===== config.mk =====
export PLATFORM = sky130hd
export DESIGN_NAME = base64_stream_encoder_unit
export DESIGN_NICKNAME = d
export VERILOG_FILES = /design/src/hw/rtl/b64e_pkg.sv /design/src/hw/rtl/base64_stream_encoder_unit.sv /design/src/hw/rtl/b64e_front.sv /design/src/hw/rtl/b64e_queue.sv /design/src/hw/rtl/b64e_back.sv
export SDC_FILE = /design/constraint.sdc
export NUM_CORES = 1
export LEC_CHECK = 0
export ABC_AREA = 0
export ABC_CLOCK_PERIOD_IN_PS = 6500
export BUFFER_PORTS_ARGS = -buffer_cell sky130_fd_sc_hd__buf_2
export CAP_MARGIN = 20
export CORE_ASPECT_RATIO = 0.7
export CORE_MARGIN = 5
export CORE_UTILIZATION = 56
export DETAILED_ROUTE_END_ITERATION = 6
export PLACE_DENSITY = 0.84
export SKIP_LAST_GASP = 1
export SLEW_MARGIN = 20
export SYNTH_ARGS = -nofsm -noshare
export SYNTH_HDL_FRONTEND = slang
export SYNTH_SLANG_ARGS = --single-unit

===== constraint.sdc =====
create_clock -name clk -period 6.5 [get_ports clk]
set_input_delay 0.65 -clock clk [delete_from_list [all_inputs] [get_ports clk]]
set_output_delay 0.65 -clock clk [all_outputs]
set_load 0.05 [all_outputs]

===== src/hw/rtl/b64e_pkg.sv =====
// b64e_pkg: shared types, constants and the sextet-to-ascii lookup for the base64 encoder
// no dependencies; imported by every b64e module
package b64e_pkg;

  // ascii code of the '=' padding character
  localparam logic [6:0] PAD_CHAR = 7'h3D;

  // group place codes
  localparam logic [1:0] POS_FIRST  = 2'd0;
  localparam logic [1:0] POS_SECOND = 2'd1;
  localparam logic [1:0] POS_THIRD  = 2'd2;

  // one byte's worth of output characters, as queued between front and back
  typedef struct packed {
    logic [3:0][6:0] chars;   // chars[0] goes out first
    logic [1:0]      cnt_m1;  // number of valid chars minus one
    logic            fin;     // last char of this record ends the message
  } b64e_rec_t;

  // standard alphabet lookup: A-Z a-z 0-9 + /
  function automatic logic [6:0] sextet_char(input logic [5:0] v);
    logic [6:0] ch;
    if (v < 6'd26) begin
      ch = 7'h41 + {1'b0, v};
    end else if (v < 6'd52) begin
      ch = 7'h61 + {1'b0, v - 6'd26};
    end else if (v < 6'd62) begin
      ch = 7'h30 + {1'b0, v - 6'd52};
    end else if (v == 6'd62) begin
      ch = 7'h2B;
    end else begin
      ch = 7'h2F;
    end
    return ch;
  endfunction

endpackage


===== src/hw/rtl/base64_stream_encoder_unit.sv =====
// base64_stream_encoder_unit: streaming base64 encoder top level
// depends on b64e_pkg, b64e_front, b64e_queue, b64e_back
//
// Takes one message byte per input beat (tlast marks the final byte) and sends one
// base64 character per output beat, standard alphabet with '=' padding, tlast on the
// final character of the message. The input side takes a byte every cycle while the
// record queue (QDEPTH entries) has room; the output side sends one character per
// cycle while the receiver is ready. The first and second byte of a group each make
// one character, the third two, and a final byte two to four, with '=' padding where
// its group is short. The first character of a byte reaches the output through the
// record queue and then the single character output register.
module base64_stream_encoder_unit #(
  parameter int QDEPTH = 4
) (
  input  logic       clk,
  input  logic       rst,
  input  logic       s_tvalid,
  output logic       s_tready,
  input  logic [7:0] s_tdata,   // [7:0] data_byte
  input  logic       s_tlast,   // final_byte
  output logic       m_tvalid,
  input  logic       m_tready,
  output logic [7:0] m_tdata,   // [6:0] out_char, [7] zero
  output logic       m_tlast    // out_last
);
  import b64e_pkg::*;

  b64e_rec_t  push_rec;
  b64e_rec_t  head_rec;
  logic       push;
  logic       pop;
  logic       q_full;
  logic       q_empty;
  logic [6:0] out_char;

  // front: group state and character record build
  b64e_front u_front (
    .clk        (clk),
    .rst        (rst),
    .byte_valid (s_tvalid),
    .data_byte  (s_tdata),
    .final_byte (s_tlast),
    .q_full     (q_full),
    .byte_ready (s_tready),
    .push       (push),
    .push_rec   (push_rec)
  );

  // queue between front and back
  b64e_queue #(
    .DEPTH (QDEPTH)
  ) u_queue (
    .clk      (clk),
    .rst      (rst),
    .push     (push),
    .push_rec (push_rec),
    .pop      (pop),
    .head_rec (head_rec),
    .full     (q_full),
    .empty    (q_empty)
  );

  // back: character serializer and output register
  b64e_back u_back (
    .clk        (clk),
    .rst        (rst),
    .head_rec   (head_rec),
    .empty      (q_empty),
    .pop        (pop),
    .char_ready (m_tready),
    .char_valid (m_tvalid),
    .out_char   (out_char),
    .out_last   (m_tlast)
  );

  assign m_tdata = {1'b0, out_char};

endmodule


===== src/hw/rtl/b64e_front.sv =====
// b64e_front: keeps group place and carried bits, turns each byte into a character record
// depends on b64e_pkg
module b64e_front (
  input  logic             clk,
  input  logic             rst,
  input  logic             byte_valid,
  input  logic [7:0]       data_byte,
  input  logic             final_byte,
  input  logic             q_full,
  output logic             byte_ready,
  output logic             push,
  output b64e_pkg::b64e_rec_t push_rec
);
  import b64e_pkg::*;

  logic [1:0] group_pos;
  logic [3:0] carry_bits;
  logic [1:0] group_pos_next;
  logic [3:0] carry_bits_next;

  assign byte_ready = !q_full;
  assign push       = byte_valid && !q_full;

  // classify by group place and build the record
  always_comb begin
    push_rec        = '0;
    group_pos_next  = POS_FIRST;
    carry_bits_next = 4'd0;
    case (group_pos)
      POS_SECOND: begin
        push_rec.chars[0] = sextet_char({carry_bits[1:0], data_byte[7:4]});
        if (final_byte) begin
          push_rec.chars[1] = sextet_char({data_byte[3:0], 2'b00});
          push_rec.chars[2] = PAD_CHAR;
          push_rec.cnt_m1   = 2'd2;
        end else begin
          push_rec.cnt_m1 = 2'd0;
          group_pos_next  = POS_THIRD;
          carry_bits_next = data_byte[3:0];
        end
      end
      POS_THIRD: begin
        push_rec.chars[0] = sextet_char({carry_bits, data_byte[7:6]});
        push_rec.chars[1] = sextet_char(data_byte[5:0]);
        push_rec.cnt_m1   = 2'd1;
      end
      default: begin
        // first place, and the unused code treated the same
        push_rec.chars[0] = sextet_char(data_byte[7:2]);
        if (final_byte) begin
          push_rec.chars[1] = sextet_char({data_byte[1:0], 4'b0000});
          push_rec.chars[2] = PAD_CHAR;
          push_rec.chars[3] = PAD_CHAR;
          push_rec.cnt_m1   = 2'd3;
        end else begin
          push_rec.cnt_m1 = 2'd0;
          group_pos_next  = POS_SECOND;
          carry_bits_next = {2'b00, data_byte[1:0]};
        end
      end
    endcase
    push_rec.fin = final_byte;
  end

  // group state
  always_ff @(posedge clk) begin
    if (rst) begin
      group_pos  <= POS_FIRST;
      carry_bits <= 4'd0;
    end else if (push) begin
      group_pos  <= group_pos_next;
      carry_bits <= carry_bits_next;
    end
  end

endmodule


===== src/hw/rtl/b64e_queue.sv =====
// b64e_queue: small fifo of character records between front and back
// depends on b64e_pkg
module b64e_queue #(
  parameter int DEPTH = 4
) (
  input  logic                clk,
  input  logic                rst,
  input  logic                push,
  input  b64e_pkg::b64e_rec_t push_rec,
  input  logic                pop,
  output b64e_pkg::b64e_rec_t head_rec,
  output logic                full,
  output logic                empty
);
  import b64e_pkg::*;

  localparam int PW = (DEPTH > 1) ? $clog2(DEPTH) : 1;
  localparam int CW = $clog2(DEPTH + 1);
  localparam logic [PW-1:0] LAST_PTR = PW'(DEPTH - 1);
  localparam logic [CW-1:0] FULL_CNT = CW'(DEPTH);

  b64e_rec_t     mem [DEPTH];
  logic [PW-1:0] wr_ptr;
  logic [PW-1:0] rd_ptr;
  logic [CW-1:0] count;

  assign full     = (count == FULL_CNT);
  assign empty    = (count == '0);
  assign head_rec = mem[rd_ptr];

  // storage
  always_ff @(posedge clk) begin
    if (push) begin
      mem[wr_ptr] <= push_rec;
    end
  end

  // pointers and fill count
  always_ff @(posedge clk) begin
    if (rst) begin
      wr_ptr <= '0;
      rd_ptr <= '0;
      count  <= '0;
    end else begin
      if (push) begin
        wr_ptr <= (wr_ptr == LAST_PTR) ? '0 : wr_ptr + 1'b1;
      end
      if (pop) begin
        rd_ptr <= (rd_ptr == LAST_PTR) ? '0 : rd_ptr + 1'b1;
      end
      if (push && !pop) begin
        count <= count + 1'b1;
      end else if (pop && !push) begin
        count <= count - 1'b1;
      end
    end
  end

endmodule


===== src/hw/rtl/b64e_back.sv =====
// b64e_back: walks the head record one character per cycle, while char_ready allows, into the output register
// depends on b64e_pkg
module b64e_back (
  input  logic                clk,
  input  logic                rst,
  input  b64e_pkg::b64e_rec_t head_rec,
  input  logic                empty,
  output logic                pop,
  input  logic                char_ready,
  output logic                char_valid,
  output logic [6:0]          out_char,
  output logic                out_last
);
  import b64e_pkg::*;

  logic [1:0] idx;
  logic       load;
  logic       at_end;

  assign load   = (!char_valid || char_ready) && !empty;
  assign at_end = (idx == head_rec.cnt_m1);
  assign pop    = load && at_end;

  // character index within the head record
  always_ff @(posedge clk) begin
    if (rst) begin
      idx <= 2'd0;
    end else if (load) begin
      idx <= at_end ? 2'd0 : idx + 2'd1;
    end
  end

  // output register
  always_ff @(posedge clk) begin
    if (rst) begin
      char_valid <= 1'b0;
    end else if (!char_valid || char_ready) begin
      char_valid <= !empty;
    end
  end

  always_ff @(posedge clk) begin
    if (load) begin
      out_char <= head_rec.chars[idx];
      out_last <= head_rec.fin && at_end;
    end
  end

endmodule


== Word-level counts from Yosys, hierarchy flattened ==
Memory sizes are Yosys's and may differ from the RTL's. A register that Yosys moved wholly into a read port is not among the register bits.
Index checks and enable logic that the tools add are counted.
Word-level totals
  register bits after elaboration: 24
  memory bits (writable): 120
  output and inout port bits: 11
  word-level logic and storage cells: 135
  memories kept: 1
Operators by class
  add/sub/neg operators: 35
  magnitude comparators: 19
  eq/ne operators: 10
  multiplexer cells: 46
  reductions and logical operators: 15
Memory list
  u_queue.mem: words 4, bits a word 30, rd ports 1, clocked after Yosys merged registers in 1, wr ports 1, RTL line b64e_queue.sv:22  | b64e_rec_t mem [DEPTH];
Operators with widths (count)
  7-bit two-way mux: 19
  7-bit by 6-bit adder with 7-bit output, first input constant: 12
  6-bit less-than comparator, second input constant: 12
  6-bit by 6-bit adder with 7-bit output, first input constant: 6
  6-bit by 5-bit less-than comparator with 1-bit output, second input constant: 6
  6-bit by 5-bit subtractor with 6-bit output, second input constant: 6
  6-bit subtractor, second input constant: 6
  16-bit case mux with 2 select lines: 1
  6-bit equality test, second input constant: 4
  20-bit two-way mux: 1
  2-bit two-way mux: 9
  3-bit two-way mux: 6
  7-bit binary-select mux with 2-bit select: 1
  7-bit case mux with 2 select lines: 1
  13-bit two-way mux: 1
  4-bit case mux with 2 select lines: 1
  2-bit by 1-bit adder with 2-bit output, second input constant: 3
  2-bit equality test, second input constant: 3
  1-bit logical AND: 6
  6-bit two-way mux: 1
  1-bit zero test: 5
  4-bit two-way mux: 1
  2-bit case mux with 2 select lines: 1
  3-bit by 1-bit adder with 3-bit output, second input constant: 1
  10 further kinds: 12

== Depth between registers and ports, before layout ==
Gate-level depths: netlist (run 1).
  word-level depth: 7
  mapped depth: 10
  gate-level depth less buffers: 10

== Cells and area by module ==
Synthesis (run 1) repeated with hierarchy kept, for this count alone.
Unflattened totals
  cells, all modules: 644
  area total of the unflattened synthesis: 8448.1 um^2
By module, submodules not included
  b64e_queue: times used 1, cells an instance 205, area an instance 4914.7 um^2, sequential area each 3903.7 um^2
  b64e_front: times used 1, cells an instance 397, area an instance 2909.0 um^2, sequential area each 120.1 um^2
  b64e_back: times used 1, cells an instance 40, area an instance 613.1 um^2, sequential area each 300.3 um^2
  base64_stream_encoder_unit: times used 1, cells an instance 2, area an instance 11.3 um^2, sequential area each 0.0 um^2

== Worst setup path after synthesis (run 1) ==
OpenSTA, ideal clock, no wires.
  path kind: register to register
  start point: register u_queue.count[0]
  end point: register u_queue.count[2]
  arrival: 2.724 ns
  data required time: 6.430 ns
  setup slack: 3.706 ns
  cell stages (with the launch flop): 11
  buffers on the path: 1
  period minus slack after synthesis: 2.794 ns
  cells stage by stage: dfxtp_1 -> or3b_2 -> clkbuf_1 -> nand2_1 -> clkinv_1 -> ha_1 -> inv_1 -> fa_1 -> xor2_1 -> or3_1 -> a21oi_1
RTL lines
  start: declaration: RTL line b64e_queue.sv:25  | logic [CW-1:0] count;
  start signal: assignment: RTL line b64e_queue.sv:52  | count <= count + 1'b1;
  start signal: assignment: RTL line b64e_queue.sv:54  | count <= count - 1'b1;
  3-bit equality test *: RTL line b64e_queue.sv:27  | assign full = (count == FULL_CNT);
  1-bit zero test *
  via s_tready: RTL line base64_stream_encoder_unit.sv:18  | output logic s_tready,
  1-bit logical AND *: RTL line b64e_front.sv:22  | assign push = byte_valid && !q_full;
  via push: RTL line base64_stream_encoder_unit.sv:30  | logic push;
  1-bit zero test: RTL line b64e_queue.sv:53  | end else if (pop && !push) begin
  1-bit logical AND: RTL line b64e_queue.sv:53
  2-bit nonzero test (no source line)
Mark *: on every way through the listed nets, which the timed path passes. The rest lies on a longest branch. The select of a mux whose other input is x is not followed.
A chain may end at the register's enable or synchronous reset.

==> flow_summary.toml, run 1 <==
[sta]
min_period_ns = 3.05
max_freq_mhz = 328
finalCritPeriodShare = 0.470
hold_violations = 0
setup_tns_ns = 0
rsz0062_at_grt = "no"
slew_viol_final = 0
clock_skew_ns = 0.00592
worst_slew_pin_slew_ns = 0.940
hold_ws_ns = 0.476
slew_headroom = 0.373
setup_viol = 0

[yosys]
synthesis.nets = 618
seq_area_frac_synth = 0.445
synth_seq_cells = 98
synth_area_um2 = 6210
synth_area_per_cell_um2 = 11.2
synth_cells = 556
synth-edff-count = 80
ys_warn_count = 0
yosys_most_used_dff = "edfxtp_1"
async_flop_share = 0
synth.distinct_cells = 60

[route]
num_vias = 4432
drc = 0
wl_per_cell_um = 19.0
drtPass1Iterations = 5
routed_wirelength_um = 13600
vias_per_cell = 6.21
drtAntennaViolNets = 0
drtIter0Drc = 461

[global_route]
grt_max_degree = 20
antenna_found_initial = 0
grt_pass1_vias = 4239
grt_use_met3 = 0.0448
grt_pass1_wl_um = 22100
grt_usage = 0.208
gr-usage-met2 = 0.315
gr-max-usage-layer = "met2"
gr-usage-met1 = 0.307
grt-ovfl-total = 0

[clock_tree]
ctsHoldBuffers = 0
cts.sinks = 98
cts_tree = "built"
clk_path_buf_depth = 2
ctsHtreeMaxLevel = 3
clkTransAtPathRegs_ns = 0.06
clock_latency_ns = 0.34
cts_made_buffers = 9
cts_root_buf = "clkbuf_16"
post_cts_resized = 0
postCtsSetupBuffers = 0

[floorplan]
row_count = 32
ios = 24
dieHeight_um = 98.1
die_area_um2 = 13300
die_w_um = 136
coreArea_um2 = 10900
start_util = 0.568

[pwr]
swShare = 0.336
power_mw = 2.09
vdd_drop_max_mv = 0.224
pwr-share-seq = 0.414
p_sw_mw = 0.701
p_int_mw = 1.39
powerDensity_nw_per_um2 = 312
leakagePower_nw = 2.50
clockPowerShare = 0.260
combPwrFrac = 0.326

[setup_path]
cp-end-kind = "flip-flop"
required_ns = 6.77
criticalPathCategory = "flip-flop to flip-flop"
cp-start-kind = "flip-flop"
cp.arrival_ns = 3.32
path_max_fanout = 18

[cells_and_area]
num_antenna_cells = 0
layout_commonest_cell = "edfxtp_1"
layout.cells.non_filler = 714
nFillCells = 847
drive_gt1_frac = 0.114
final_cell_mix = "edfxtp_1 (80), ha_1 (48), nand2_1 (43), a21oi_1 (40), xnor2_1 (31)"
postLayoutCoreUtil = 0.612
fin_nets = 618
area_growth_pct = 7.70

[run]
cap_violations = 0

[placed_design]
io_buffers = 22
placed_cells = 698
hpwl_um = 9660
gp_congestion = 0.982

[worst_hold_path]
hp-class = "flip-flop to flip-flop"

[run_status]
outcome = "completed"
==> layout make-up <==
type | instances | area [um^2] | share of cell area
clock buffer | 11 | 254 | 0.0380
clock inverter | 5 | 58.8 | 0.00879
inverter | 24 | 90.1 | 0.0135
multi-input combinational | 400 | 3210 | 0.480
sequential | 98 | 2760 | 0.413
tap | 153 | 191 | 0.0286
timing repair buffer | 23 | 118 | 0.0176
==> power groups by stage <==
stage	clock network, mW	registers, mW	logic (mW)
6_report	0.543	0.864	0.682
5_1_grt	0.578	0.875	0.742
4_1_cts	0.551	0.866	0.686
3_5_place_dp	0	0.879	0.679
3_3_place_gp	0	0.873	0.655
2_1_floorplan	0	0.959	0.442
==> state kept, by name (all words and copies together), names as in the netlist, named ones only <==
signal	count
u_back.out_char	7
u_queue.count	3
u_back.out_last	1
u_queue.wr_ptr	2
u_back.idx	2
u_queue.rd_ptr	2
u_queue.mem	72
u_front.carry_bits	4
u_back.char_valid	1
u_front.group_pos	2
==> metrics by stage <==
stage               worst slack (ns)  area, um^2
floorplan                       3.71        6210
global placement                3.42        6370
global route                    3.23        6690
detailed placement              3.34        6370
CTS                             3.43        6690
finish                          3.45        6690
==> cell families after synthesis <==
group                    share of synthesized area
buffers and inverters                       0.0377
other                                     0.000604
XOR/XNOR                                    0.0701
flip-flops                                   0.445
multiplexers                                0.0967
AND/OR/NAND/NOR                              0.109
AO/OA/AOI/OAI                                0.141
adder cells (fa/ha/maj)                     0.0999
==> cells in the mapped netlist (all sizes together) (4+ instances only) <==
library cell / number / area, um^2
edfxtp: 80 / 2400
ha: 48 / 601
nand2: 43 / 161
a21oi: 42 / 218
xnor2: 33 / 304
clkbuf: 24 / 90.1
nor2: 24 / 90.1
o21ai: 24 / 120
inv: 22 / 82.6
dfxtp: 18 / 360
mux4: 18 / 424
nand3: 16 / 85.1
xor2: 15 / 131
nor2b: 14 / 87.6
a21o: 12 / 90.1
mux2i: 12 / 120
buf: 10 / 53.8
a211oi: 7 / 52.6
a221oi: 7 / 61.3
a31oi: 6 / 37.5
nor3: 6 / 30.0
and3: 5 / 31.3
mux2: 5 / 56.3
o211ai: 5 / 37.5
a21boi: 4 / 30.0
a32oi: 4 / 35.0
nand2b: 4 / 25.0
nand3b: 4 / 30.0
nand4: 4 / 25.0
==> path summary, 6_finish.rpt <==
kind,slack [ns],startpoint,to,depth (start not counted)
min,0.48,u_back.char_valid,u_back.char_valid,2
min reg2reg,0.48,u_back.char_valid,u_back.char_valid,2
max,3.45,flip-flop,u_queue.count[2],9
max reg2reg,3.45,flip-flop,u_queue.count[2],9
==> critical path: stages, from the launching register on <==
cell and delay (ns):
dfxtp_1 0.88, mux4_2 0.47, xnor2_2 0.20, nand3_2 0.15, ha_1 0.20, inv_1 0.06
fa_1 0.37, xor2_1 0.18, or3_1 0.32, a21oi_1 0.14
==> metal layers <==
layer,part of all wire,vias to the layer above
li1,-,2074
met1,0.44,2105
met2,0.45,230
met3,0.091,23
met4,0.016,0
met5,0,-
Power figures use the tool's default switching activity.
==> run 2: changes to the inputs <==
--- a/config.mk
+++ b/config.mk
@@ -6,14 +6,14 @@
 export NUM_CORES = 1
 export LEC_CHECK = 0
 export ABC_AREA = 0
-export ABC_CLOCK_PERIOD_IN_PS = 6500
+export ABC_CLOCK_PERIOD_IN_PS = 2800
 export BUFFER_PORTS_ARGS = -buffer_cell sky130_fd_sc_hd__buf_2
 export CAP_MARGIN = 20
 export CORE_ASPECT_RATIO = 0.7
 export CORE_MARGIN = 5
 export CORE_UTILIZATION = 56
 export DETAILED_ROUTE_END_ITERATION = 6
-export PLACE_DENSITY = 0.84
+export PLACE_DENSITY = 0.87
 export SKIP_LAST_GASP = 1
 export SLEW_MARGIN = 20
 export SYNTH_ARGS = -nofsm -noshare
==> constraint.sdc (replaced) <==
create_clock -name clk -period 2.8 [get_ports clk]
set_input_delay 0.28 -clock clk [delete_from_list [all_inputs] [get_ports clk]]
set_output_delay 0.28 -clock clk [all_outputs]
set_load 0.05 [all_outputs]
==> flow_summary.toml, run 2 (synthesis gave the netlist of run 1 again) <==
[run_status]
outcome = "completed"

[global_route]
grt-ovfl-total = 0
grt_max_degree = 21
grt_pass1_vias = 4425
grt_pass1_wl_um = 23100
grt_usage = 0.222
antenna_found_initial = 1

[placed_design]
dpl_cell_area_um2 = 6550
gp_congestion = 0.995
hpwl_um = 10700
dp_slack_ns = 0.0849
io_buffers = 22

[setup_path]
worst_path_dominant_cell_family = "multiplexers"
slowest_delay_ns = 0.56
r2r_setup_slack_ns = 0.18
required_ns = 3.07
cp-end-kind = "flip-flop"
cp_num_buf_inv = 1
critPathSlowestCell = "mux4_2"
cp.arrival_ns = 2.90
cp-start-kind = "flip-flop"
path_cells = "mux4_2 > xnor2_2 > nand3_2 > ha_1 > inv_1 > fa_1 > xor2_1 > or3_1 > a21oi_1"
path_max_fanout = 5
criticalPathCategory = "flip-flop to flip-flop"

[cells_and_area]
layout_commonest_cell = "edfxtp_1"
ff_latch_area_um2 = 2760
num_antenna_cells = 0
final_cell_mix = "edfxtp_1 (80), ha_1 (48), nand2_1 (43), a21oi_1 (40), xnor2_1 (31)"
top_register = "u_queue.mem"
fin_area_um2 = 6850
fin_nets = 641
area_growth_pct = 10.3
multi_input_area_um2 = 3210
largest_reg_flops = 72
drive_gt1_frac = 0.152
top_regs = "u_queue.mem: 72 flops, u_back.out_char: 7 flops, u_front.carry_bits: 4 flops"
nFillCells = 853

[floorplan]
row_count = 32
start_util = 0.568
dieHeight_um = 98.1
ios = 24
die_area_um2 = 13300
die_w_um = 136
coreArea_um2 = 10900

[route]
wl_per_cell_um = 20.0
num_vias = 4544
vias_per_cell = 6.17
routed_wirelength_um = 14700
drc = 0
top_layer = "met4"
wl_met3_um = 1120
drtPass1Iterations = 6
met1_length_um = 6530
drtIter0Drc = 615
drtAntennaViolNets = 0
wl_met2_um = 6800

[sta]
slew_viol_final = 0
setup_viol = 0
worst_slew_pin_slew_ns = 0.959
finalCritPeriodShare = 0.937
min_period_ns = 2.62
rsz0062_at_grt = "no"
slew_headroom = 0.360
setup_ws_ns = 0.177
hold_violations = 0
max_freq_mhz = 381
setup_tns_ns = 0
hold_ws_ns = 0.217
clock_skew_ns = 0.00941

[clock_tree]
cts_made_buffers = 9
clkTransAtPathRegs_ns = 0.07
cts_tree = "built"
ctsHtreeMaxLevel = 3
postCtsSetupBuffers = 0
clock_latency_ns = 0.35
cts.sinks = 98
ctsHoldBuffers = 0
cts_root_buf = "clkbuf_16"
clk_path_buf_depth = 2
post_cts_resized = 0

[pwr]
powerDensity_nw_per_um2 = 710
vdd_drop_max_mv = 0.536
leakagePower_nw = 2.60

[run]
cap_violations = 0

[worst_hold_path]
hp-class = "primary input to flip-flop"
[run 2: path summary, 6_finish.rpt]
kind                                        start                end  depth (start not counted)
worst min register to register  u_back.char_valid  u_back.char_valid                          2
worst max-delay path                    flip-flop   u_queue.count[2]                          9
worst min-delay path                     m_tready  u_back.char_valid                          4
worst max register to register          flip-flop   u_queue.count[2]                          9
[run 2: power breakdown]
part	total, mW	switching, mW	internal, mW
clock network	1.21	0.574	0.634
logic	1.67	1.04	0.627
registers	1.99	0.106	1.89
total	4.87	1.72	3.15
[run 2: final cells by class]
| cell class | instances | area share |
|---|---|---|
| timing repair buffer | 46 | 0.0424 |
| multi-input combinational | 400 | 0.469 |
| sequential | 98 | 0.403 |
| tap | 153 | 0.0279 |
| clock buffer | 9 | 0.0329 |
| inverter | 24 | 0.0132 |
| clock inverter | 7 | 0.0111 |
[run 2: worst min-delay path, delay by kind of cell]
kind                   cells  cell delay (ns)
AOI/OAI and AO/OA          1             0.06
and+or+nand+nor            1             0.06
buffers and inverters      2             0.12
[run 2: layer usage]
layer / vias to the layer above / track usage
met5: - / 0
met2: 225 / 0.349
li1: 2122 / -
met3: 30 / 0.0433
met1: 2167 / 0.311
met4: 0 / 0.0697
[run 2: metrics by stage]
stage,utilization,power (mW),cells
floorplan,-,3.25,556
global placement,0.599,3.59,721
detailed placement,0.599,3.67,721
CTS,0.627,4.88,737
global route,0.627,5.09,737
finish,0.627,4.87,737
==> run 3: changes to the inputs <==
--- a/config.mk
+++ b/config.mk
@@ -14,7 +14,7 @@
 export CORE_UTILIZATION = 56
 export DETAILED_ROUTE_END_ITERATION = 6
 export PLACE_DENSITY = 0.87
-export SKIP_LAST_GASP = 1
+export REMOVE_ABC_BUFFERS = 1
 export SLEW_MARGIN = 20
 export SYNTH_ARGS = -nofsm -noshare
 export SYNTH_HDL_FRONTEND = slang
==> flow_summary.toml, run 3 (synthesis gave the netlist of run 1 again) <==
[route]
routed_wirelength_um = 14400
drtAntennaViolNets = 0
drc = 0
drtPass1Iterations = 5
wl_per_cell_um = 19.4
num_vias = 4566
vias_per_cell = 6.15
drtIter0Drc = 369

[worst_hold_path]
hp-class = "primary input to flip-flop"
whs_path_depth = 4

[clock_tree]
clkTransAtPathRegs_ns = 0.07
cts.sinks = 98
post_cts_resized = 0
clk_path_buf_depth = 2
cts_made_buffers = 9
clock_latency_ns = 0.33
postCtsSetupBuffers = 0
ctsHtreeMaxLevel = 3
cts_tree = "built"
cts_root_buf = "clkbuf_16"
ctsHoldBuffers = 0

[sta]
min_period_ns = 2.61
hold_violations = 0
setup_viol = 0
worst_slew_pin_slew_ns = 0.988
max_freq_mhz = 384
hold_ws_ns = 0.225
rsz0062_at_grt = "no"
slew_viol_final = 0
finalCritPeriodShare = 0.930
clock_skew_ns = 0.00978
setup_ws_ns = 0.195
slew_headroom = 0.342

[setup_path]
required_ns = 3.06
rr_worst_depth = 9
criticalPathCategory = "flip-flop to flip-flop"
cp.arrival_ns = 2.87
worst_path_dominant_cell_family = "multiplexers"
cp-start-kind = "flip-flop"
r2r_setup_slack_ns = 0.19
cp_num_buf_inv = 1
path_cells = "mux4_2 > xnor2_2 > nand3_2 > ha_1 > inv_1 > fa_1 > xor2_1 > or3_1 > a21oi_1"
path_max_fanout = 5
cp.depth = 9
slowest_delay_ns = 0.57
critPathSlowestCell = "mux4_2"
cp-end-kind = "flip-flop"

[cells_and_area]
fin_nets = 646
area_growth_pct = 11.0
drive_gt1_frac = 0.161
top_regs = "u_queue.mem: 72 flops, u_back.out_char: 7 flops, u_front.carry_bits: 4 flops"
layout.cells.non_filler = 742
num_antenna_cells = 0
top_register = "u_queue.mem"
layout_commonest_cell = "edfxtp_1"
nFillCells = 860
largest_reg_flops = 72
final_cell_mix = "edfxtp_1 (80), ha_1 (48), nand2_1 (43), a21oi_1 (38), xnor2_1 (31)"

[placed_design]
dp_slack_ns = 0.216
gp_congestion = 0.951
hpwl_um = 10500
placed_cells = 726
io_buffers = 22

[global_route]
grt_pass1_vias = 4393
grt_usage = 0.223
grt_max_degree = 19
antenna_found_initial = 0
grt_pass1_wl_um = 23300
grt-ovfl-total = 0

[pwr]
pwr-share-seq = 0.411
combPwrFrac = 0.343
power_mw = 4.84
swShare = 0.335
leakagePower_nw = 2.63
clockPowerShare = 0.246
p_sw_mw = 1.62
p_int_mw = 3.22
vdd_drop_max_mv = 0.507
powerDensity_nw_per_um2 = 702

[floorplan]
die_area_um2 = 13300
dieHeight_um = 98.1
row_count = 32
coreArea_um2 = 10900
start_util = 0.568
die_w_um = 136
ios = 24

[run]
cap_violations = 0

[run_status]
outcome = "completed"
-- run 3: path summary, 6_finish.rpt --
check	startpoint	to
setup / recovery	flip-flop	u_queue.count[2]
hold / removal	m_tready	u_back.char_valid
setup reg to reg	flip-flop	u_queue.count[2]
hold reg to reg	u_back.char_valid	u_back.char_valid
-- run 3: power by group through the flow --
| stage | combinational [mW] | clock (mW) | sequential (mW) |
|---|---|---|---|
| after global placement | 1.59 | 0 | 2.00 |
| after CTS | 1.66 | 1.22 | 1.99 |
| final | 1.66 | 1.19 | 1.99 |
| after detailed placement | 1.64 | 0 | 2.02 |
| after floorplan | 0.905 | 0 | 2.30 |
| after global routing | 1.80 | 1.28 | 2.01 |
-- run 3: metal layers --
| layer | vias up | routed length, um | global-route usage |
|---|---|---|---|
| met5 | - | 0 | 0 |
| met4 | 0 | 174 | 0.0550 |
| met3 | 23 | 998 | 0.0366 |
| met2 | 198 | 6770 | 0.353 |
| met1 | 2220 | 6480 | 0.323 |
| li1 | 2125 | - | - |
-- run 3: metrics by stage --
stage	util	TNS (ns)	cell area, um^2
floorplan	-	-0.289	6070
global placement	0.602	0	6590
detailed placement	0.602	0	6590
CTS	0.630	0	6880
global route	0.631	0	6890
finish	0.631	0	6890
-- run 3: layout make-up --
class                   count  area (um^2)  share of cell area
clock buffers              13          282              0.0408
clock inverters             3         17.5             0.00254
inverters                  24         90.1              0.0131
multi-input cells         400         3220               0.467
flip-flops and latches     98         2760               0.401
well taps                 153          191              0.0278
repair buffers             51          328              0.0476
-- run 3: worst register-to-register path, stage by stage, from the launching register on --
cell,delay (ns)
dfxtp_1,0.40
mux4_2,0.57
xnor2_2,0.20
nand3_2,0.14
ha_1,0.19
inv_1,0.06
fa_1,0.37
xor2_1,0.17
or3_1,0.30
a21oi_1,0.15
